--- src/tlsr_pkg.sv ---
package tlsr_pkg;

	// command codes carried in tuser
	localparam logic CMD_START   = 1'b0;
	localparam logic CMD_ADVANCE = 1'b1;

	// packed ARGB colour layout
	localparam int COLOR_BITS = 32;
	localparam int CHAN_BITS  = 8;
	localparam int ALPHA_LSB  = 24;
	localparam int RED_LSB    = 16;
	localparam int GREEN_LSB  = 8;
	localparam int BLUE_LSB   = 0;

	// per-item status from the walker to the output stage
	typedef struct packed {
		logic emit;
		logic last;
	} tlsr_ctl_t;

endpackage

--- src/thick_line_stamp_rasterizer.sv ---
// Thick line stamp rasterizer. A start word (tuser = 0) loads a segment and
// returns the stamp at its start point; each advance word (tuser = 1) takes one
// Bresenham step and returns the next stamp, tlast marking the stamp on the end
// point. Advance words with no segment running are consumed and return nothing.
// One word is accepted per cycle while the result side is not stalled. Each
// word is held in the input register until the result register is free; its
// stamp is then loaded into the result register. The walker state is updated
// in the same cycle that produces the stamp, so the step adder and end-point
// compare set the clock rate.
module thick_line_stamp_rasterizer #(
	parameter int COORD_BITS = 16,
	parameter int THICK_BITS = 8
) (
	input  logic clk,
	input  logic arst_n,
	input  logic s_axis_tvalid,
	output logic s_axis_tready,
	// lowest bit up: start_x, start_y, end_x, end_y, thickness, argb colour, zero fill
	input  logic [((4*COORD_BITS+THICK_BITS+tlsr_pkg::COLOR_BITS+7)/8)*8-1:0] s_axis_tdata,
	// cmd
	input  logic s_axis_tuser,
	output logic m_axis_tvalid,
	input  logic m_axis_tready,
	// lowest bit up: stamp_x, stamp_y, stamp_size, alpha, red, green, blue, zero fill
	output logic [((2*COORD_BITS+2+THICK_BITS+4*tlsr_pkg::CHAN_BITS+7)/8)*8-1:0] m_axis_tdata,
	output logic m_axis_tlast
);
	import tlsr_pkg::*;

	localparam int C     = COORD_BITS;
	localparam int T     = THICK_BITS;
	localparam int IUSED = 4*C + T + COLOR_BITS;
	localparam int OUSED = 2*(C+1) + T + 4*CHAN_BITS;
	localparam int ODW   = ((OUSED + 7) / 8) * 8;

	logic                  in_valid_s1;
	logic                  cmd_s1;
	logic [IUSED-1:0]      data_s1;
	logic                  out_valid_s2;
	logic                  last_s2;
	logic [OUSED-1:0]      data_s2;
	logic                  out_free, fire;

	logic [C:0]            stamp_x, stamp_y;
	logic [T-1:0]          stamp_size;
	logic [COLOR_BITS-1:0] stamp_color;
	tlsr_ctl_t             ctl;

	assign out_free      = !out_valid_s2 || m_axis_tready;
	assign fire          = in_valid_s1 && out_free;
	assign s_axis_tready = !in_valid_s1 || fire;

	always_ff @(posedge clk or negedge arst_n) begin
		if (!arst_n) begin
			in_valid_s1 <= 1'b0;
		end else if (s_axis_tready) begin
			in_valid_s1 <= s_axis_tvalid;
		end
	end

	always_ff @(posedge clk) begin
		if (s_axis_tready && s_axis_tvalid) begin
			cmd_s1  <= s_axis_tuser;
			data_s1 <= s_axis_tdata[IUSED-1:0];
		end
	end

	tlsr_walker #(
		.COORD_BITS(COORD_BITS),
		.THICK_BITS(THICK_BITS)
	) u_walker (
		.clk        (clk),
		.arst_n     (arst_n),
		.step_en    (fire),
		.cmd        (cmd_s1),
		.start_x    (data_s1[C-1:0]),
		.start_y    (data_s1[2*C-1:C]),
		.end_x      (data_s1[3*C-1:2*C]),
		.end_y      (data_s1[4*C-1:3*C]),
		.thickness  (data_s1[4*C+T-1:4*C]),
		.argb       (data_s1[IUSED-1:4*C+T]),
		.stamp_x    (stamp_x),
		.stamp_y    (stamp_y),
		.stamp_size (stamp_size),
		.stamp_color(stamp_color),
		.ctl        (ctl)
	);

	always_ff @(posedge clk or negedge arst_n) begin
		if (!arst_n) begin
			out_valid_s2 <= 1'b0;
		end else if (fire) begin
			out_valid_s2 <= ctl.emit;
		end else if (m_axis_tready) begin
			out_valid_s2 <= 1'b0;
		end
	end

	always_ff @(posedge clk) begin
		if (fire && ctl.emit) begin
			last_s2 <= ctl.last;
			data_s2 <= {stamp_color[BLUE_LSB  +: CHAN_BITS],
			            stamp_color[GREEN_LSB +: CHAN_BITS],
			            stamp_color[RED_LSB   +: CHAN_BITS],
			            stamp_color[ALPHA_LSB +: CHAN_BITS],
			            stamp_size, stamp_y, stamp_x};
		end
	end

	assign m_axis_tvalid = out_valid_s2;
	assign m_axis_tlast  = last_s2;
	assign m_axis_tdata  = {{(ODW-OUSED){1'b0}}, data_s2};

	a_emit_shows: assert property (@(posedge clk) disable iff (!arst_n)
		(fire && ctl.emit) |=> (m_axis_tvalid && (m_axis_tlast == $past(ctl.last))))
		else $error("stamp not presented after step");

	a_last_emits: assert property (@(posedge clk) disable iff (!arst_n)
		ctl.last |-> ctl.emit)
		else $error("last flag without a stamp");

	a_hold_input: assert property (@(posedge clk) disable iff (!arst_n)
		(in_valid_s1 && !out_free) |=> (in_valid_s1 && $stable(cmd_s1) && $stable(data_s1)))
		else $error("input word lost while result stage full");

endmodule

--- src/tlsr_walker.sv ---
module tlsr_walker #(
	parameter int COORD_BITS = 16,
	parameter int THICK_BITS = 8
) (
	input  logic                           clk,
	input  logic                           arst_n,
	input  logic                           step_en,
	input  logic                           cmd,
	input  logic [COORD_BITS-1:0]          start_x,
	input  logic [COORD_BITS-1:0]          start_y,
	input  logic [COORD_BITS-1:0]          end_x,
	input  logic [COORD_BITS-1:0]          end_y,
	input  logic [THICK_BITS-1:0]          thickness,
	input  logic [tlsr_pkg::COLOR_BITS-1:0] argb,
	output logic [COORD_BITS:0]            stamp_x,
	output logic [COORD_BITS:0]            stamp_y,
	output logic [THICK_BITS-1:0]          stamp_size,
	output logic [tlsr_pkg::COLOR_BITS-1:0] stamp_color,
	output tlsr_pkg::tlsr_ctl_t            ctl
);
	import tlsr_pkg::*;

	localparam int C  = COORD_BITS;
	localparam int EW = COORD_BITS + 3;
	localparam int SW = ((COORD_BITS > THICK_BITS) ? COORD_BITS : THICK_BITS) + 1;

	logic signed [C-1:0]    cur_x_q, cur_y_q, tgt_x_q, tgt_y_q;
	logic        [C:0]      abs_dx_q;
	logic signed [C+1:0]    neg_abs_dy_q;
	logic                   step_x_neg_q, step_y_neg_q;
	logic signed [EW-1:0]   err_q;
	logic [THICK_BITS-1:0]  side_q;
	logic [COLOR_BITS-1:0]  color_q;
	logic                   active_q;

	logic signed [C-1:0]    cur_x_n, cur_y_n, tgt_x_n, tgt_y_n;
	logic        [C:0]      abs_dx_n;
	logic signed [C+1:0]    neg_abs_dy_n;
	logic                   step_x_neg_n, step_y_neg_n;
	logic signed [EW-1:0]   err_n;
	logic [THICK_BITS-1:0]  side_n;
	logic [COLOR_BITS-1:0]  color_n;
	logic                   active_n;

	logic signed [C:0]      dx, dy;
	logic        [C:0]      abs_dy;
	logic signed [EW:0]     e2, neg_ext, abs_ext, err_sum;
	logic                   take_x, take_y, at_end;
	logic [THICK_BITS-1:0]  half;
	logic signed [SW-1:0]   sx_full, sy_full;

	always_comb begin
		cur_x_n      = cur_x_q;
		cur_y_n      = cur_y_q;
		tgt_x_n      = tgt_x_q;
		tgt_y_n      = tgt_y_q;
		abs_dx_n     = abs_dx_q;
		neg_abs_dy_n = neg_abs_dy_q;
		step_x_neg_n = step_x_neg_q;
		step_y_neg_n = step_y_neg_q;
		err_n        = err_q;
		side_n       = side_q;
		color_n      = color_q;
		active_n     = active_q;
		ctl          = '0;

		dx      = $signed({end_x[C-1], end_x}) - $signed({start_x[C-1], start_x});
		dy      = $signed({end_y[C-1], end_y}) - $signed({start_y[C-1], start_y});
		abs_dy  = dy[C] ? (C+1)'(0) - dy : dy;
		e2      = {err_q, 1'b0};
		neg_ext = {{(EW-C-1){neg_abs_dy_q[C+1]}}, neg_abs_dy_q};
		abs_ext = $signed({{(EW-C){1'b0}}, abs_dx_q});
		take_x  = (e2 >= neg_ext);
		take_y  = (e2 <= abs_ext);
		err_sum = {err_q[EW-1], err_q} + (take_x ? neg_ext : '0) + (take_y ? abs_ext : '0);

		if (cmd == CMD_START) begin
			cur_x_n      = $signed(start_x);
			cur_y_n      = $signed(start_y);
			tgt_x_n      = $signed(end_x);
			tgt_y_n      = $signed(end_y);
			side_n       = (thickness == '0) ? THICK_BITS'(1) : thickness;
			color_n      = argb;
			abs_dx_n     = dx[C] ? (C+1)'(0) - dx : dx;
			neg_abs_dy_n = (C+2)'(0) - $signed({1'b0, abs_dy});
			step_x_neg_n = !($signed(start_x) < $signed(end_x));
			step_y_neg_n = !($signed(start_y) < $signed(end_y));
			err_n        = $signed({{(EW-C-1){1'b0}}, abs_dx_n})
				+ {{(EW-C-2){neg_abs_dy_n[C+1]}}, neg_abs_dy_n};
			ctl.emit     = 1'b1;
		end else if (active_q) begin
			// one Bresenham step: either axis or both
			if (take_x) begin
				cur_x_n = cur_x_q + (step_x_neg_q ? '1 : C'(1));
			end
			if (take_y) begin
				cur_y_n = cur_y_q + (step_y_neg_q ? '1 : C'(1));
			end
			err_n    = err_sum[EW-1:0];
			ctl.emit = 1'b1;
		end

		at_end = (cur_x_n == tgt_x_n) && (cur_y_n == tgt_y_n);
		if (ctl.emit) begin
			active_n = !at_end;
			ctl.last = at_end;
		end

		// corner of the stamp: point minus half the side, rounded down
		half        = side_n >> 1;
		sx_full     = {{(SW-C){cur_x_n[C-1]}}, cur_x_n} - $signed({{(SW-THICK_BITS){1'b0}}, half});
		sy_full     = {{(SW-C){cur_y_n[C-1]}}, cur_y_n} - $signed({{(SW-THICK_BITS){1'b0}}, half});
		stamp_x     = sx_full[C:0];
		stamp_y     = sy_full[C:0];
		stamp_size  = side_n;
		stamp_color = color_n;
	end

	always_ff @(posedge clk or negedge arst_n) begin
		if (!arst_n) begin
			cur_x_q      <= '0;
			cur_y_q      <= '0;
			tgt_x_q      <= '0;
			tgt_y_q      <= '0;
			abs_dx_q     <= '0;
			neg_abs_dy_q <= '0;
			step_x_neg_q <= 1'b0;
			step_y_neg_q <= 1'b0;
			err_q        <= '0;
			side_q       <= THICK_BITS'(1);
			color_q      <= '0;
			active_q     <= 1'b0;
		end else if (step_en) begin
			cur_x_q      <= cur_x_n;
			cur_y_q      <= cur_y_n;
			tgt_x_q      <= tgt_x_n;
			tgt_y_q      <= tgt_y_n;
			abs_dx_q     <= abs_dx_n;
			neg_abs_dy_q <= neg_abs_dy_n;
			step_x_neg_q <= step_x_neg_n;
			step_y_neg_q <= step_y_neg_n;
			err_q        <= err_n;
			side_q       <= side_n;
			color_q      <= color_n;
			active_q     <= active_n;
		end
	end

endmodule

--- config.mk ---
export PLATFORM = sky130hd
export DESIGN_NAME = thick_line_stamp_rasterizer
export DESIGN_NICKNAME = d
export VERILOG_FILES = /design/src/tlsr_pkg.sv /design/src/thick_line_stamp_rasterizer.sv /design/src/tlsr_walker.sv
export SDC_FILE = /design/constraint.sdc
export NUM_CORES = 1
export LEC_CHECK = 0
export ABC_AREA = 0
export BUFFER_PORTS_ARGS = -buffer_cell sky130_fd_sc_hd__buf_2
export CORE_MARGIN = 2
export CORE_UTILIZATION = 50
export DETAILED_ROUTE_END_ITERATION = 8
export PLACE_DENSITY = 0.68
export REMOVE_ABC_BUFFERS = 1
export SLEW_MARGIN = 0
export SYNTH_ARGS = -nofsm -noshare
export SYNTH_HDL_FRONTEND = slang
export SYNTH_SLANG_ARGS = --single-unit
--- constraint.sdc ---
create_clock -name clk -period 12.3 [get_ports clk]
set_input_delay 0.615 -clock clk [delete_from_list [all_inputs] [get_ports clk]]
set_output_delay 0.615 -clock clk [all_outputs]
set_load 0.01 [all_outputs]
==> metrics <==
Inst Count DP 2869; sequential cell area fraction in the yosys report 43.7%; ranking of synthesized cells by area edfxtp_1 (25%), dfrtp_1 (19%), ha_1 (8.5%); Worst EP arrival 6790 ps; critical hold path startpoint s_axis_tdata[54]; routed vias 16600; RePlAce Congestion 0.897; die height 212 um; Pre-antenna DRT Iters 5; Layout area overhead 12.7%; overall routing resource usage 25.6%; period utilization 51.7%; Hold EP data_s1[54]$_DFFE_PP_; Synth top area share 24.9%; count of final hold-check violations 0; post-CTS setup buffer count 0; first-pass GRT wire length 89.5 mm; Non-Filler Instances 2945; CTS Buf Count 40; multi-input logic area 11300 sq um; core area 43000 sq um; commonest register cell after synthesis edfxtp_1; Buffers on Ports 185; Worst R2R Setup Slack 5950 ps; #FFs+latches synth 343; crit path launch type flip-flop; post-CTS sizing 0; worst skew pair latency 560 ps; library cells used by synthesis 103; Setup CP Type flip-flop to flip-flop; met2 usage 41.9%; WL final 57.1 mm; Worst R2R End u_walker.err_q[18]$_DFFE_PN0P_; fmax 157 MHz; Leak 10.8 nW; full die area 45100 sq um; number of enable flip-flop cells after synthesis 180; largest net degree at the start of global routing 86; most frequent cells in the layout nand2_1 (315), buf_2 (184), edfxtp_1 (180); GRT Residual Overflow 0; DRT antenna net count 0; met1 GRT Util 33.5%; HPWL after DPL 41.7 mm; ys async rst share 47.5%; Worst Setup End Kind flip-flop; initial drt markers 1174; FF/Latch Area 9490 sq um; Vias per Instance 5.63; Max H-tree Level 2; I/O Pins 192; Post-DP Area 23200 sq um; Reg clk slew, reported paths 70 ps; Avg Inst Size Synth 10.1 sq um; vias in the first global route 16600; Die W 212 um; RSZ-0062 raised after global routing false; Synth Instances 2153; CP max FO 18; post-synth top area cell edfxtp_1; max cap viols 0; nets@finish 2609; Slew Limit Fails 0; cell row count 76; PD cells 260 nW/um^2; WL/cell 19.4 um; min Tclk post-route 6350 ps; VDD IR max 135 uV; status finished, final reports clean; Fin Setup TNS 0 ps; drt drc 0; clk sinks 343; clk_skew 20.0 ps; Mapped Area 21700 sq um; CTS root buffer clkbuf_16; initial core utilization 50.5%; cell area after layout 24400 sq um; slew margin rel. 21.1%; worst hold path depth 1; Critical Path RT 12730 ps; met3 usage in global routing 5.78%; HP Class input port to flip-flop; GR peak layer met2; CTS tree yes; final setup violating endpoints 0; measured slew at the worst slew-check pin 1170 ps; Crit Reg-Reg Startpoint u_walker.err_q[4]$_DFFE_PN0P_; Synthesis Warnings 0; # fillers 3807; initial antenna violation count 5; Clock Tree Buf Depth 3; layout cell share with drive strength beyond 1 16.4%; leading cell type in the layout, fill and taps excluded nand2_1; R2R cell count 25
-- sequential cells by signal (all words and copies together), names as in the netlist --
signal and cells:
u_walker.neg_abs_dy_q 18, data_s1 104, u_walker.cur_x_q 16, m_axis_tvalid 1, u_walker.err_q 19, u_walker.tgt_y_q 16
u_walker.step_y_neg_q 1, u_walker.color_q 32, u_walker.abs_dx_q 17, u_walker.active_q 1, u_walker.tgt_x_q 16, in_valid_s1 1
cmd_s1 1, data_s2 74, u_walker.cur_y_q 16, m_axis_tlast 1, u_walker.step_x_neg_q 1, u_walker.side_q 8
-- critical path, stage by stage (launching register included) --
cell and delay, ps:
dfrtp_1 400, ha_1 320, a21o_1 170, a21o_1 170, a21oi_1 210, o21a_1 170
o2111a_1 210, or2_2 430, nand2_1 150, fa_1 520, inv_1 70, ha_1 290
a21o_1 190, a21oi_1 230, o21bai_1 120, a21oi_1 230, nor2b_1 70, o21a_1 180
o31a_1 310, a41o_1 290, o41ai_1 630, o21ai_0 270, xnor2_1 260, o21ai_0 100
a32oi_1 160, o21ai_1 90
-- what timing repair did --
item	in CTS	in global routing
hold endpoints to repair	27	0
setup endpoints to repair	0	0
hold buffers	1	0
-- worst max path at each step --
stage / from / to / cells past startpoint
after floorplan: cmd_s1$_DFFE_PP_ / u_walker.err_q[15]$_DFFE_PN0P_ / 4
after global placement: data_s1[16]$_DFFE_PP_ / u_walker.err_q[17]$_DFFE_PN0P_ / 22
after detailed placement: u_walker.err_q[4]$_DFFE_PN0P_ / u_walker.err_q[18]$_DFFE_PN0P_ / 25
after CTS: u_walker.err_q[4]$_DFFE_PN0P_ / u_walker.err_q[18]$_DFFE_PN0P_ / 25
after global routing: data_s1[32]$_DFFE_PP_ / u_walker.err_q[16]$_DFFE_PN0P_ / 25
final: u_walker.err_q[4]$_DFFE_PN0P_ / u_walker.err_q[18]$_DFFE_PN0P_ / 25
-- per-layer routing --
metal	wire length (um)	vias up
met4	1850	6
met3	3590	113
met2	26700	450
met1	24900	8064
met5	34	-
li1	-	7943
-- kinds of logic after synthesis --
logic type                 after synthesis  share of synthesized area, %
and+or+nand+nor                        624                          13.2
DFF                                    343                          43.7
adders and majority gates              173                          10.8
muxes                                  101                          5.13
AOI/OAI and AO/OA                      469                          14.3
xor gates and xnor gates               204                          8.51
buffers and inverters                  238                          4.33
other                                    1                        0.0173
-- power breakdown --
part / internal, W / switching (W)
sequential: 0.00159 / 0.000208
clock: 0.000644 / 0.000497
combinational: 0.00143 / 0.00198
total: 0.00366 / 0.00269
-- metrics by stage --
step	utilization (%)	power [W]	hold slack (ps)	worst slack [ps]
2_1_floorplan	-	0.00431	319	5040
3_3_place_gp	53.9	0.00509	459	6280
3_5_place_dp	53.9	0.00518	467	6060
4_1_cts	56.8	0.00635	201	6000
5_1_grt	56.8	0.00682	207	5520
6_report	56.9	0.00635	225	5950
-- area by class of cell --
type,count,area share (%)
clock buffer,51,4.39
multi-input combinational,1577,46.2
antenna,2,0.0205
inverter,163,2.51
tap,585,3.00
timing repair buffer,202,4.35
sequential,343,38.8
clock inverter,22,0.676
-- synth_stat cells, types with 16 or more instances --
cell	count
a211oi_1	16
a21o_1	50
a21oi_1	123
clkbuf_1	45
dfrtp_1	162
edfxtp_1	180
fa_1	25
ha_1	148
inv_1	163
mux2_2	71
mux2i_1	29
nand2_1	317
nand2b_1	20
nand3_1	29
nand4_1	23
nor2_1	101
nor3_1	41
o21a_1	17
o21ai_0	114
o21bai_1	19
xnor2_1	124
xor2_1	73
(Power assumes the default switching activity.)
